### config.mk
export PLATFORM = sky130hd
export DESIGN_NAME = ppp_negotiation_automaton_unit_flat
export DESIGN_NICKNAME = d
export VERILOG_FILES = /design/src/hdl/pppna_pkg.sv /design/src/hdl/pppna_if.sv /design/src/hdl/pppna_regs.sv /design/src/hdl/pppna_fsm.sv /design/src/hdl/ppp_negotiation_automaton_unit.sv /design/src/flat_wrapper.sv
export SDC_FILE = /design/constraint.sdc
export NUM_CORES = 1
export LEC_CHECK = 0
export BUFFER_PORTS_ARGS = -buffer_cell sky130_fd_sc_hd__buf_4
export CAP_MARGIN = 20
export CORE_MARGIN = 2
export CORE_UTILIZATION = 51
export CTS_BUF_LIST = sky130_fd_sc_hd__clkbuf_16
export DETAILED_ROUTE_END_ITERATION = 16
export PLACE_DENSITY = 0.81
export SYNTH_ARGS = -nofsm -noshare
export SYNTH_HDL_FRONTEND = slang
export SYNTH_SLANG_ARGS = --single-unit
export TNS_END_PERCENT = 50
### constraint.sdc
create_clock -name clk -period 3.41 [get_ports clk]
set_input_delay 0.341 -clock clk [delete_from_list [all_inputs] [get_ports clk]]
set_output_delay 0.341 -clock clk [all_outputs]
set_load 0.03 [all_outputs]
### src/hdl/pppna_pkg.sv
package pppna_pkg;

	typedef enum logic [3:0] {
		ST_INITIAL  = 4'd0,
		ST_STARTING = 4'd1,
		ST_CLOSED   = 4'd2,
		ST_STOPPED  = 4'd3,
		ST_CLOSING  = 4'd4,
		ST_STOPPING = 4'd5,
		ST_REQ_SENT = 4'd6,
		ST_ACK_RCVD = 4'd7,
		ST_ACK_SENT = 4'd8,
		ST_OPENED   = 4'd9
	} state_t;

	typedef enum logic [3:0] {
		EV_UP       = 4'd0,
		EV_DOWN     = 4'd1,
		EV_OPEN     = 4'd2,
		EV_CLOSE    = 4'd3,
		EV_EXPIRY   = 4'd4,
		EV_RCR_GOOD = 4'd5,
		EV_RCR_NAK  = 4'd6,
		EV_RCR_REJ  = 4'd7,
		EV_RCA      = 4'd8,
		EV_RCN      = 4'd9,
		EV_RTR      = 4'd10,
		EV_RTA      = 4'd11,
		EV_RUC      = 4'd12,
		EV_RXJ_OK   = 4'd13,
		EV_RXJ_BAD  = 4'd14
	} evt_code_t;

	typedef enum logic [1:0] {
		TERM_NONE = 2'd0,
		TERM_REQ  = 2'd1,
		TERM_ACK  = 2'd2
	} term_t;

	typedef enum logic [1:0] {
		REG_TERM_RESTARTS  = 2'd0,
		REG_CONF_RESTARTS  = 2'd1,
		REG_FAIL_RESTARTS  = 2'd2,
		REG_LAYER_PROTOCOL = 2'd3
	} reg_idx_t;

	localparam int SEND_REQ_BIT = 0;
	localparam int SEND_ACK_BIT = 1;
	localparam int SEND_NAK_BIT = 2;
	localparam int SEND_REJ_BIT = 3;

	localparam logic [15:0] LCP_PROTO = 16'hC021;

	localparam logic [7:0]  TERM_RESTARTS_RST  = 8'd2;
	localparam logic [7:0]  CONF_RESTARTS_RST  = 8'd5;
	localparam logic [7:0]  FAIL_RESTARTS_RST  = 8'd5;
	localparam logic [15:0] LAYER_PROTOCOL_RST = LCP_PROTO;

	typedef struct packed {
		logic [7:0]  term_restarts;
		logic [7:0]  conf_restarts;
		logic [7:0]  fail_restarts;
		logic [15:0] layer_protocol;
	} cfg_t;

	typedef struct packed {
		state_t     state;
		logic [7:0] retries;
		logic       timer;
		logic [7:0] term_id;
	} ctx_t;

	typedef struct packed {
		logic [3:0]  new_state;
		logic        tl_up;
		logic        tl_down;
		logic        tl_started;
		logic        tl_finished;
		logic [3:0]  conf_sends;
		logic [1:0]  term_send;
		logic [7:0]  term_frame_id;
		logic [15:0] term_protocol;
		logic        timer_on;
	} result_t;

	function automatic logic [7:0] sat_dec(input logic [7:0] v);
		sat_dec = (v != 8'd0) ? v - 8'd1 : 8'd0;
	endfunction

endpackage

### src/hdl/pppna_if.sv
interface pppna_evt_if;
	logic       valid;
	logic       ready;
	logic [3:0] mode;
	logic [7:0] peer_frame_id;

	modport source (output valid, output mode, output peer_frame_id, input ready);
	modport sink (input valid, input mode, input peer_frame_id, output ready);
endinterface

interface pppna_res_if;
	logic        valid;
	logic        ready;
	logic [3:0]  new_state;
	logic        tl_up;
	logic        tl_down;
	logic        tl_started;
	logic        tl_finished;
	logic [3:0]  conf_sends;
	logic [1:0]  term_send;
	logic [7:0]  term_frame_id;
	logic [15:0] term_protocol;
	logic        timer_on;

	modport source (
		output valid, output new_state, output tl_up, output tl_down,
		output tl_started, output tl_finished, output conf_sends,
		output term_send, output term_frame_id, output term_protocol,
		output timer_on, input ready
	);
	modport sink (
		input valid, input new_state, input tl_up, input tl_down,
		input tl_started, input tl_finished, input conf_sends,
		input term_send, input term_frame_id, input term_protocol,
		input timer_on, output ready
	);
endinterface

### src/hdl/pppna_regs.sv
module pppna_regs (
	input  logic               clk,
	input  logic               arst_n,
	input  logic               psel,
	input  logic               penable,
	input  logic               pwrite,
	input  logic [3:0]         paddr,
	input  logic [31:0]        pwdata,
	output logic [31:0]        prdata,
	output logic               pready,
	output pppna_pkg::cfg_t    cfg
);

	pppna_pkg::cfg_t  cfg_q;
	pppna_pkg::reg_idx_t idx;
	logic wr_en;

	assign idx    = pppna_pkg::reg_idx_t'(paddr[3:2]);
	assign pready = 1'b1;
	assign wr_en  = psel && penable && pwrite && pready;
	assign cfg    = cfg_q;

	always_ff @(posedge clk or negedge arst_n) begin
		if (!arst_n) begin
			cfg_q.term_restarts  <= pppna_pkg::TERM_RESTARTS_RST;
			cfg_q.conf_restarts  <= pppna_pkg::CONF_RESTARTS_RST;
			cfg_q.fail_restarts  <= pppna_pkg::FAIL_RESTARTS_RST;
			cfg_q.layer_protocol <= pppna_pkg::LAYER_PROTOCOL_RST;
		end else if (wr_en) begin
			unique case (idx)
				pppna_pkg::REG_TERM_RESTARTS:  cfg_q.term_restarts  <= pwdata[7:0];
				pppna_pkg::REG_CONF_RESTARTS:  cfg_q.conf_restarts  <= pwdata[7:0];
				pppna_pkg::REG_FAIL_RESTARTS:  cfg_q.fail_restarts  <= pwdata[7:0];
				pppna_pkg::REG_LAYER_PROTOCOL: cfg_q.layer_protocol <= pwdata[15:0];
				default: ;
			endcase
		end
	end

	always_comb begin
		unique case (idx)
			pppna_pkg::REG_TERM_RESTARTS:  prdata = {24'd0, cfg_q.term_restarts};
			pppna_pkg::REG_CONF_RESTARTS:  prdata = {24'd0, cfg_q.conf_restarts};
			pppna_pkg::REG_FAIL_RESTARTS:  prdata = {24'd0, cfg_q.fail_restarts};
			pppna_pkg::REG_LAYER_PROTOCOL: prdata = {16'd0, cfg_q.layer_protocol};
			default:                       prdata = 32'd0;
		endcase
	end

endmodule

### src/hdl/pppna_fsm.sv
module pppna_fsm (
	input  pppna_pkg::ctx_t    ctx,
	input  pppna_pkg::cfg_t    cfg,
	input  logic [3:0]         mode,
	input  logic [7:0]         peer_frame_id,
	output pppna_pkg::ctx_t    ctx_next,
	output pppna_pkg::result_t res
);

	pppna_pkg::evt_code_t evt;
	pppna_pkg::state_t    st_nxt;
	logic       load_en;
	logic [7:0] load_val;
	logic       creq;
	logic       treq;
	logic       tack;
	logic       stop_tmr;
	logic       clr_cnt;
	logic       act_up;
	logic       act_down;
	logic       act_started;
	logic       act_finished;
	logic [3:0] sends_extra;
	logic [7:0] cnt;
	logic       tmr;
	logic [7:0] tid;

	assign evt = pppna_pkg::evt_code_t'(mode);

	// Decision: which actions the event calls for in the current state.
	always_comb begin
		st_nxt       = ctx.state;
		load_en      = 1'b0;
		load_val     = cfg.conf_restarts;
		creq         = 1'b0;
		treq         = 1'b0;
		tack         = 1'b0;
		stop_tmr     = 1'b0;
		clr_cnt      = 1'b0;
		act_up       = 1'b0;
		act_down     = 1'b0;
		act_started  = 1'b0;
		act_finished = 1'b0;
		sends_extra  = 4'd0;
		unique case (evt)
			pppna_pkg::EV_UP: begin
				unique case (ctx.state) inside
					pppna_pkg::ST_INITIAL: st_nxt = pppna_pkg::ST_CLOSED;
					pppna_pkg::ST_STARTING: begin
						load_en = 1'b1;
						creq    = 1'b1;
						st_nxt  = pppna_pkg::ST_REQ_SENT;
					end
					default: ;
				endcase
			end
			pppna_pkg::EV_DOWN: begin
				unique case (ctx.state) inside
					pppna_pkg::ST_CLOSED, pppna_pkg::ST_CLOSING:
						st_nxt = pppna_pkg::ST_INITIAL;
					pppna_pkg::ST_STOPPED: begin
						act_started = 1'b1;
						st_nxt      = pppna_pkg::ST_STARTING;
					end
					pppna_pkg::ST_STOPPING, pppna_pkg::ST_REQ_SENT,
					pppna_pkg::ST_ACK_RCVD, pppna_pkg::ST_ACK_SENT:
						st_nxt = pppna_pkg::ST_STARTING;
					pppna_pkg::ST_OPENED: begin
						act_down = 1'b1;
						st_nxt   = pppna_pkg::ST_STARTING;
					end
					default: ;
				endcase
			end
			pppna_pkg::EV_OPEN: begin
				unique case (ctx.state) inside
					pppna_pkg::ST_INITIAL: begin
						act_started = 1'b1;
						st_nxt      = pppna_pkg::ST_STARTING;
					end
					pppna_pkg::ST_CLOSING: st_nxt = pppna_pkg::ST_CLOSED;
					pppna_pkg::ST_CLOSED, pppna_pkg::ST_STOPPING,
					pppna_pkg::ST_STOPPED, pppna_pkg::ST_OPENED: begin
						act_started = (ctx.state == pppna_pkg::ST_STOPPED);
						act_down    = (ctx.state == pppna_pkg::ST_OPENED);
						load_en     = 1'b1;
						creq        = 1'b1;
						st_nxt      = pppna_pkg::ST_REQ_SENT;
					end
					default: ;
				endcase
			end
			pppna_pkg::EV_CLOSE: begin
				unique case (ctx.state) inside
					pppna_pkg::ST_STARTING: begin
						act_finished = 1'b1;
						st_nxt       = pppna_pkg::ST_INITIAL;
					end
					pppna_pkg::ST_STOPPED:  st_nxt = pppna_pkg::ST_CLOSED;
					pppna_pkg::ST_STOPPING: st_nxt = pppna_pkg::ST_CLOSING;
					pppna_pkg::ST_OPENED, pppna_pkg::ST_REQ_SENT,
					pppna_pkg::ST_ACK_RCVD, pppna_pkg::ST_ACK_SENT: begin
						act_down = (ctx.state == pppna_pkg::ST_OPENED);
						load_en  = 1'b1;
						load_val = cfg.term_restarts;
						treq     = 1'b1;
						st_nxt   = pppna_pkg::ST_CLOSING;
					end
					default: ;
				endcase
			end
			pppna_pkg::EV_EXPIRY: begin
				if (ctx.timer && ctx.retries != 8'd0) begin
					unique case (ctx.state) inside
						pppna_pkg::ST_CLOSING, pppna_pkg::ST_STOPPING: treq = 1'b1;
						pppna_pkg::ST_ACK_RCVD: begin
							creq   = 1'b1;
							st_nxt = pppna_pkg::ST_REQ_SENT;
						end
						pppna_pkg::ST_REQ_SENT, pppna_pkg::ST_ACK_SENT: creq = 1'b1;
						default: ;
					endcase
				end else if (ctx.timer) begin
					unique case (ctx.state) inside
						pppna_pkg::ST_CLOSING: begin
							stop_tmr     = 1'b1;
							act_finished = 1'b1;
							st_nxt       = pppna_pkg::ST_CLOSED;
						end
						pppna_pkg::ST_STOPPING, pppna_pkg::ST_ACK_RCVD,
						pppna_pkg::ST_REQ_SENT, pppna_pkg::ST_ACK_SENT: begin
							stop_tmr     = 1'b1;
							act_finished = 1'b1;
							st_nxt       = pppna_pkg::ST_STOPPED;
						end
						default: ;
					endcase
				end
			end
			pppna_pkg::EV_RCR_GOOD: begin
				unique case (ctx.state) inside
					pppna_pkg::ST_CLOSED: tack = 1'b1;
					pppna_pkg::ST_STOPPED, pppna_pkg::ST_REQ_SENT,
					pppna_pkg::ST_ACK_SENT: begin
						load_en = (ctx.state == pppna_pkg::ST_STOPPED);
						creq    = (ctx.state == pppna_pkg::ST_STOPPED);
						sends_extra[pppna_pkg::SEND_ACK_BIT] = 1'b1;
						st_nxt  = pppna_pkg::ST_ACK_SENT;
					end
					pppna_pkg::ST_ACK_RCVD: begin
						sends_extra[pppna_pkg::SEND_ACK_BIT] = 1'b1;
						stop_tmr = 1'b1;
						act_up   = 1'b1;
						st_nxt   = pppna_pkg::ST_OPENED;
					end
					pppna_pkg::ST_OPENED: begin
						act_down = 1'b1;
						creq     = 1'b1;
						sends_extra[pppna_pkg::SEND_ACK_BIT] = 1'b1;
						st_nxt   = pppna_pkg::ST_ACK_SENT;
					end
					default: ;
				endcase
			end
			pppna_pkg::EV_RCR_NAK, pppna_pkg::EV_RCR_REJ: begin
				unique case (ctx.state) inside
					pppna_pkg::ST_CLOSED: tack = 1'b1;
					pppna_pkg::ST_STOPPED, pppna_pkg::ST_ACK_SENT: begin
						load_en = (ctx.state == pppna_pkg::ST_STOPPED);
						creq    = (ctx.state == pppna_pkg::ST_STOPPED);
						st_nxt  = pppna_pkg::ST_REQ_SENT;
					end
					pppna_pkg::ST_OPENED: begin
						act_down = 1'b1;
						creq     = 1'b1;
						st_nxt   = pppna_pkg::ST_REQ_SENT;
					end
					default: ;
				endcase
				unique case (ctx.state) inside
					pppna_pkg::ST_STOPPED, pppna_pkg::ST_ACK_SENT, pppna_pkg::ST_REQ_SENT,
					pppna_pkg::ST_ACK_RCVD, pppna_pkg::ST_OPENED: begin
						if (evt == pppna_pkg::EV_RCR_NAK) begin
							sends_extra[pppna_pkg::SEND_NAK_BIT] = 1'b1;
						end else begin
							sends_extra[pppna_pkg::SEND_REJ_BIT] = 1'b1;
						end
					end
					default: ;
				endcase
			end
			pppna_pkg::EV_RCA: begin
				unique case (ctx.state) inside
					pppna_pkg::ST_CLOSED, pppna_pkg::ST_STOPPED: tack = 1'b1;
					pppna_pkg::ST_REQ_SENT: begin
						load_en = 1'b1;
						st_nxt  = pppna_pkg::ST_ACK_RCVD;
					end
					pppna_pkg::ST_ACK_RCVD: begin
						creq   = 1'b1;
						st_nxt = pppna_pkg::ST_REQ_SENT;
					end
					pppna_pkg::ST_ACK_SENT: begin
						stop_tmr = 1'b1;
						act_up   = 1'b1;
						st_nxt   = pppna_pkg::ST_OPENED;
					end
					pppna_pkg::ST_OPENED: begin
						act_down = 1'b1;
						creq     = 1'b1;
						st_nxt   = pppna_pkg::ST_REQ_SENT;
					end
					default: ;
				endcase
			end
			pppna_pkg::EV_RCN: begin
				unique case (ctx.state) inside
					pppna_pkg::ST_CLOSED, pppna_pkg::ST_STOPPED: tack = 1'b1;
					pppna_pkg::ST_REQ_SENT: begin
						load_en  = 1'b1;
						load_val = cfg.fail_restarts;
						creq     = 1'b1;
					end
					pppna_pkg::ST_ACK_RCVD: begin
						creq   = 1'b1;
						st_nxt = pppna_pkg::ST_REQ_SENT;
					end
					pppna_pkg::ST_ACK_SENT: begin
						load_en = 1'b1;
						creq    = 1'b1;
					end
					pppna_pkg::ST_OPENED: begin
						act_down = 1'b1;
						creq     = 1'b1;
						st_nxt   = pppna_pkg::ST_REQ_SENT;
					end
					default: ;
				endcase
			end
			pppna_pkg::EV_RTR: begin
				unique case (ctx.state) inside
					pppna_pkg::ST_OPENED: begin
						act_down = 1'b1;
						tack     = 1'b1;
						clr_cnt  = 1'b1;
						st_nxt   = pppna_pkg::ST_STOPPING;
					end
					pppna_pkg::ST_REQ_SENT, pppna_pkg::ST_ACK_RCVD,
					pppna_pkg::ST_ACK_SENT: begin
						tack   = 1'b1;
						st_nxt = pppna_pkg::ST_REQ_SENT;
					end
					default: treq = 1'b1;
				endcase
			end
			pppna_pkg::EV_RTA: begin
				unique case (ctx.state) inside
					pppna_pkg::ST_CLOSING: begin
						act_finished = 1'b1;
						st_nxt       = pppna_pkg::ST_CLOSED;
					end
					pppna_pkg::ST_STOPPING: begin
						act_finished = 1'b1;
						st_nxt       = pppna_pkg::ST_STOPPED;
					end
					pppna_pkg::ST_ACK_RCVD: st_nxt = pppna_pkg::ST_REQ_SENT;
					pppna_pkg::ST_OPENED: begin
						act_down = 1'b1;
						creq     = 1'b1;
						st_nxt   = pppna_pkg::ST_REQ_SENT;
					end
					default: ;
				endcase
			end
			pppna_pkg::EV_RUC: sends_extra[pppna_pkg::SEND_REJ_BIT] = 1'b1;
			pppna_pkg::EV_RXJ_OK: begin
				if (ctx.state == pppna_pkg::ST_ACK_RCVD) begin
					st_nxt = pppna_pkg::ST_REQ_SENT;
				end
			end
			pppna_pkg::EV_RXJ_BAD: begin
				unique case (ctx.state) inside
					pppna_pkg::ST_OPENED: begin
						act_down = 1'b1;
						treq     = 1'b1;
						st_nxt   = pppna_pkg::ST_STOPPING;
					end
					pppna_pkg::ST_CLOSING: begin
						act_finished = 1'b1;
						st_nxt       = pppna_pkg::ST_CLOSED;
					end
					pppna_pkg::ST_STOPPING, pppna_pkg::ST_REQ_SENT,
					pppna_pkg::ST_ACK_RCVD, pppna_pkg::ST_ACK_SENT: begin
						act_finished = 1'b1;
						st_nxt       = pppna_pkg::ST_STOPPED;
					end
					default: ;
				endcase
			end
			default: ;
		endcase
	end

	// Counter, timer and terminate id follow from the decision; a load
	// always comes before the decrement of a request.
	always_comb begin
		cnt = load_en ? load_val : ctx.retries;
		tmr = (ctx.timer || load_en) && !stop_tmr;
		if (creq || treq) begin
			cnt = pppna_pkg::sat_dec(cnt);
		end
		if (clr_cnt) begin
			cnt = 8'd0;
		end
		tid = treq ? ctx.term_id + 8'd1 : ctx.term_id;
	end

	always_comb begin
		ctx_next.state   = st_nxt;
		ctx_next.retries = cnt;
		ctx_next.timer   = tmr;
		ctx_next.term_id = tid;

		res.new_state      = st_nxt;
		res.tl_up          = act_up;
		res.tl_down        = act_down;
		res.tl_started     = act_started;
		res.tl_finished    = act_finished;
		res.conf_sends     = sends_extra;
		res.conf_sends[pppna_pkg::SEND_REQ_BIT] = creq;
		res.timer_on       = tmr;
		if (treq) begin
			res.term_send     = pppna_pkg::TERM_REQ;
			res.term_frame_id = tid;
			res.term_protocol = pppna_pkg::LCP_PROTO;
		end else if (tack) begin
			res.term_send     = pppna_pkg::TERM_ACK;
			res.term_frame_id = peer_frame_id;
			res.term_protocol = cfg.layer_protocol;
		end else begin
			res.term_send     = pppna_pkg::TERM_NONE;
			res.term_frame_id = 8'd0;
			res.term_protocol = 16'd0;
		end
	end

endmodule

### src/hdl/ppp_negotiation_automaton_unit.sv
// Channel  Direction  Handshake     Payload
// evt      in         valid/ready   mode, peer_frame_id
// result   out        valid/ready   new_state, layer flags, conf_sends, term_*, timer_on
// apb      in         psel/penable  paddr, pwdata, prdata (pready always high)
//
// An item is captured in an input register and its result moves into the output register
// once that register is free or its result is taken; while results are not stalled, one item is
// taken per cycle. The automaton state is updated when an item moves into the output
// register, so the next item sees it at once. Reset puts the automaton in the initial state
// with the counter, timer and terminate id cleared and the registers at their defaults.
// A stalled result holds the output register; the input register still takes one more item.
module ppp_negotiation_automaton_unit (
	input  logic        clk,
	input  logic        arst_n,
	pppna_evt_if.sink   evt,
	pppna_res_if.source result,
	input  logic        psel,
	input  logic        penable,
	input  logic        pwrite,
	input  logic [3:0]  paddr,
	input  logic [31:0] pwdata,
	output logic [31:0] prdata,
	output logic        pready
);

	pppna_pkg::cfg_t    cfg;
	pppna_pkg::ctx_t    ctx_q;
	pppna_pkg::ctx_t    ctx_next;
	pppna_pkg::result_t res_comb;
	pppna_pkg::result_t res_s2;
	logic       valid_s1;
	logic [3:0] mode_s1;
	logic [7:0] pid_s1;
	logic       valid_s2;
	logic       adv;

	pppna_regs u_regs (
		.clk     (clk),
		.arst_n  (arst_n),
		.psel    (psel),
		.penable (penable),
		.pwrite  (pwrite),
		.paddr   (paddr),
		.pwdata  (pwdata),
		.prdata  (prdata),
		.pready  (pready),
		.cfg     (cfg)
	);

	pppna_fsm u_fsm (
		.ctx           (ctx_q),
		.cfg           (cfg),
		.mode          (mode_s1),
		.peer_frame_id (pid_s1),
		.ctx_next      (ctx_next),
		.res           (res_comb)
	);

	assign adv       = valid_s1 && (!valid_s2 || result.ready);
	assign evt.ready = !valid_s1 || adv;

	always_ff @(posedge clk or negedge arst_n) begin
		if (!arst_n) begin
			valid_s1 <= 1'b0;
			valid_s2 <= 1'b0;
			ctx_q.state   <= pppna_pkg::ST_INITIAL;
			ctx_q.retries <= 8'd0;
			ctx_q.timer   <= 1'b0;
			ctx_q.term_id <= 8'd0;
		end else begin
			if (evt.ready) begin
				valid_s1 <= evt.valid;
			end
			if (!valid_s2 || result.ready) begin
				valid_s2 <= valid_s1;
			end
			if (adv) begin
				ctx_q <= ctx_next;
			end
		end
	end

	always_ff @(posedge clk) begin
		if (evt.valid && evt.ready) begin
			mode_s1 <= evt.mode;
			pid_s1  <= evt.peer_frame_id;
		end
		if (adv) begin
			res_s2 <= res_comb;
		end
	end

	assign result.valid          = valid_s2;
	assign result.new_state      = res_s2.new_state;
	assign result.tl_up          = res_s2.tl_up;
	assign result.tl_down        = res_s2.tl_down;
	assign result.tl_started     = res_s2.tl_started;
	assign result.tl_finished    = res_s2.tl_finished;
	assign result.conf_sends     = res_s2.conf_sends;
	assign result.term_send      = res_s2.term_send;
	assign result.term_frame_id  = res_s2.term_frame_id;
	assign result.term_protocol  = res_s2.term_protocol;
	assign result.timer_on       = res_s2.timer_on;

endmodule
### src/flat_wrapper.sv
// flat-port wrapper written by rule: the top's interface ports become plain ports
module ppp_negotiation_automaton_unit_flat 
  (clk, arst_n, psel, penable, pwrite, paddr, pwdata, prdata, pready, evt_valid, evt_mode, evt_peer_frame_id, evt_ready, result_valid, result_new_state, result_tl_up, result_tl_down, result_tl_started, result_tl_finished, result_conf_sends, result_term_send, result_term_frame_id, result_term_protocol, result_timer_on, result_ready);
  pppna_evt_if evt_i ();
  pppna_res_if result_i ();
  input  logic clk;
  input  logic arst_n;
  input  logic psel;
  input  logic penable;
  input  logic pwrite;
  input  logic [3:0] paddr;
  input  logic [31:0] pwdata;
  output logic [31:0] prdata;
  output logic pready;
  input wire logic [$bits(evt_i.valid)-1:0] evt_valid;
  input wire logic [$bits(evt_i.mode)-1:0] evt_mode;
  input wire logic [$bits(evt_i.peer_frame_id)-1:0] evt_peer_frame_id;
  output wire logic [$bits(evt_i.ready)-1:0] evt_ready;
  output wire logic [$bits(result_i.valid)-1:0] result_valid;
  output wire logic [$bits(result_i.new_state)-1:0] result_new_state;
  output wire logic [$bits(result_i.tl_up)-1:0] result_tl_up;
  output wire logic [$bits(result_i.tl_down)-1:0] result_tl_down;
  output wire logic [$bits(result_i.tl_started)-1:0] result_tl_started;
  output wire logic [$bits(result_i.tl_finished)-1:0] result_tl_finished;
  output wire logic [$bits(result_i.conf_sends)-1:0] result_conf_sends;
  output wire logic [$bits(result_i.term_send)-1:0] result_term_send;
  output wire logic [$bits(result_i.term_frame_id)-1:0] result_term_frame_id;
  output wire logic [$bits(result_i.term_protocol)-1:0] result_term_protocol;
  output wire logic [$bits(result_i.timer_on)-1:0] result_timer_on;
  input wire logic [$bits(result_i.ready)-1:0] result_ready;
  assign evt_i.valid = evt_valid;
  assign evt_i.mode = evt_mode;
  assign evt_i.peer_frame_id = evt_peer_frame_id;
  assign evt_ready = evt_i.ready;
  assign result_valid = result_i.valid;
  assign result_new_state = result_i.new_state;
  assign result_tl_up = result_i.tl_up;
  assign result_tl_down = result_i.tl_down;
  assign result_tl_started = result_i.tl_started;
  assign result_tl_finished = result_i.tl_finished;
  assign result_conf_sends = result_i.conf_sends;
  assign result_term_send = result_i.term_send;
  assign result_term_frame_id = result_i.term_frame_id;
  assign result_term_protocol = result_i.term_protocol;
  assign result_timer_on = result_i.timer_on;
  assign result_i.ready = result_ready;
  ppp_negotiation_automaton_unit u_core (.clk(clk), .arst_n(arst_n), .evt(evt_i), .result(result_i), .psel(psel), .penable(penable), .pwrite(pwrite), .paddr(paddr), .pwdata(pwdata), .prdata(prdata), .pready(pready));
endmodule
==> impl_metrics.toml <==
[status]
outcome = "completed"

[run]
cap_violations = 0

[power]
p_switching_mw = 2.04
seqPwrFrac_pct = 33.2
switching_share_pct = 34.4
leakage_nw = 3.61
ir_drop_uv = 541
power_density_nw_per_um2 = 706
power.share.clock_pct = 32.9
p_int_mw = 3.90
p_total_mw = 5.94
p_comb_share_pct = 33.9

[sta]
fmax_mhz = 313
fin_crit_sh_pct = 93.6
rsz0062_at_grt = "false"
fin_skew_ps = 8.90
maxSlewViolCount = 0
period_needed_ps = 3190
setup_tns_ps = 0
finalHoldWorstSlack_ps = 8.18
worst_pin_slew_ps = 995
setup_viol = 0
finalHoldViolations = 0
slew_headroom_pct = 33.7

[clock_tree]
clk_pin_slew_ps = 50
cts_buffers = 17
htreeDepth = 4
clock_latency_ps = 420
numClockSinks = 114
cts_tree = "built"
cts_root_buffer = "clkbuf_16"
cts_buffer_depth = 2
postCtsSetupBuffers = 0

[global_routing]
globalRouteTotalUtil_pct = 28.7
grt_pass1_vias = 5780
antenna_found_initial = 0
grt_max_degree = 64
grt_pass1_wl_um = 31200
grt_remaining_overflow = 0

[final_layout]
final_core_util_pct = 66.7
layout-drive-gt1-share_pct = 35.6
diodes = 0
area.sequential_um2 = 3120
areaGrowthSynthToFinish_pct = 27.9
nets = 822
multi_input_area_um2 = 3200
fillers = 963

[place]
gp_congestion = 0.964
place_hpwl_um = 13600
place.port_buffers = 93

[min_path]
hp-class = "in2async"

[synth]
synth.area.top_cells = "edfxtp_1 23%, dfrtp_1 21%, mux2_2 7.7%, nand2_1 3.8%, dfstp_2 3.6%"
ys.flop_type = "dfrtp_1"
synth.distinct_cells = 82
async_flop_share_pct = 55.3
synth_enable_flop_cells = 51
yosys_warnings = 0
ys_ff_latch = 114
yosysTopAreaCellShare_pct = 23.3
synth.avg_cell_area_um2 = 10.6
syn_area_um2 = 6580
synthCells = 623
seq_area_frac_synth_pct = 47.4
synth_top_area_cell = "edfxtp_1"

[detailed_routing]
ant_nets = 0
via_count = 5691
drt_first_pass_iters = 5
drt_iter0_drc = 495
routed_via_density = 6.00
post_drt_wl_per_cell_um = 20.2
drc = 0
routed_wl_um = 19200

[worst_setup_path]
crit_path_end_kind = "flip-flop"
reg2reg_depth = 12
critical_path_class = "reg2reg"
cp_top_family = "simple AND/OR/NAND/NOR gates"
timing.rr.start = "u_core.mode_s1[1]"
critPathBufInv = 1
crit_arrival_ps = 3500
r2r_slack_ps = 220
start_kind = "flip-flop"
cpPeakStageDelay_ps = 530
r2r-end = "u_core.ctx_q[13]"
critPathMaxFanout = 7
crit_cells = 12
cp_slowest_cell = "edfxtp_1"
cp_data_required_time_ps = 3710
path_cells = "and4bb_2 -> a21boi_4 -> buf_4 -> a22o_1 -> a21oi_1 -> nand2_1 -> o21ai_0 -> ha_1 -> nand2_2 -> nor3b_2 -> or4b_1 -> a32o_1"

[floorplan]
start_util_pct = 52.1
dieArea_um2 = 13800
core_um2 = 12600
die_h_um = 118
fp.dieW_um = 118
io_pins = 129
fp-row-count = 41
==> through the flow <==
stage | instance area (um^2) | setup slack [ps] | instances
after detailed placement | 7770 | 215 | 917
after global routing | 8410 | 9.86 | 949
after CTS | 8410 | 195 | 949
after global placement | 7770 | 280 | 917
final | 8410 | 217 | 949
after floorplan | 6630 | 84.6 | 638
==> repair_timing <==
action | CTS | global route
setup endpoints to repair | 0 | 1
hold buffers | 0 | 0
gates resized for setup | 0 | 2
==> synthesized netlist by cell type, drive strengths merged, types with 10 or more instances <==
cell,instances
clkbuf,24
buf,29
edfxtp,51
nor3,12
nand2,67
and3,10
nor2b,13
mux2,45
nand3,12
a22o,15
o21ai,42
a21oi,27
and2,19
dfrtp,54
nor2,44
==> flip-flops by register name, indices dropped and copies added, names as in the netlist, 2 cells and up <==
| name | cells |
|---|---|
| u_core.u_regs.cfg | 40 |
| u_core.ctx_q | 21 |
| u_core.result.term_protocol | 16 |
| u_core.pid_s1 | 8 |
| u_core.result.term_frame_id | 8 |
| u_core.mode_s1 | 4 |
| u_core.result.conf_sends | 4 |
| u_core.result.new_state | 4 |
| u_core.result.term_send | 2 |
==> placed cells by master (no fill, tap or decap), types with 8 or more instances in the layout <==
cell type / n
nor3_1: 11
a22o_1: 15
xor2_1: 9
dfstp_2: 9
a31oi_1: 9
clkbuf_16: 17
mux4_2: 8
nand3_1: 12
and3_1: 10
buf_4: 159
and2_1: 19
nor2b_1: 13
nor2_1: 41
a21oi_1: 27
o21ai_0: 35
dfrtp_1: 53
edfxtp_1: 51
conb_1: 17
mux2_2: 45
nand2_1: 66
==> metal layers <==
metal  track usage [%]  share of wire, %
met1              35.8                40
met2              47.7                49
met3              7.80               7.5
met4              11.4               3.3
met5                 0                 0
==> worst max path at each step <==
| stage | slack, ps | start | endpoint |
|---|---|---|---|
| global placement | 280 | u_core.mode_s1[2] | u_core.ctx_q[13] |
| CTS | 200 | u_core.ctx_q[20] | u_core.ctx_q[13] |
| global route | 10 | u_core.mode_s1[1] | u_core.ctx_q[13] |
| finish | 220 | u_core.mode_s1[1] | u_core.ctx_q[13] |
| floorplan | 80 | u_core.mode_s1[0] | u_core.ctx_q[13] |
| detailed placement | 220 | u_core.ctx_q[19] | u_core.ctx_q[13] |
==> power groups by stage <==
stage / clock [mW] / sequential [mW] / combinational (mW)
after floorplan: 0 / 2.02 / 1.19
after global placement: 0 / 1.97 / 1.95
after detailed placement: 0 / 1.98 / 1.99
after CTS: 1.97 / 1.97 / 2.00
after global routing: 2.03 / 2.01 / 2.18
final: 1.95 / 1.97 / 2.01
==> cell families (layout without fill, tap and decap cells) <==
| group | after synthesis | after routing | share of synthesized area (%) |
|---|---|---|---|
| fa+ha+maj | 3 | 3 | 0.571 |
| compound gates | 145 | 145 | 15.7 |
| mux | 55 | 55 | 10.7 |
| other cells | 2 | 17 | 0.114 |
| buf+inv | 60 | 199 | 4.85 |
| simple gates | 228 | 228 | 18.5 |
| xor+xnor | 16 | 16 | 2.13 |
| flops | 114 | 114 | 47.4 |
==> cell type report <==
cell class              count  area share (%)
multi-input cells         464            38.0
repair buffers            160            14.4
flip-flops and latches    114            37.1
inverters                   7           0.312
well taps                 172            2.56
clock inverters            15            2.53
clock buffers              17            5.06
==> worst reg2reg max path, delay by kind of cell (launching register included) <==
kind | cells | cell delay [ps]
flops | 1 | 530
simple gates | 5 | 1140
compound gates | 5 | 980
fa+ha+maj | 1 | 240
buf+inv | 1 | 180
Power figures use the tool's default switching activity.
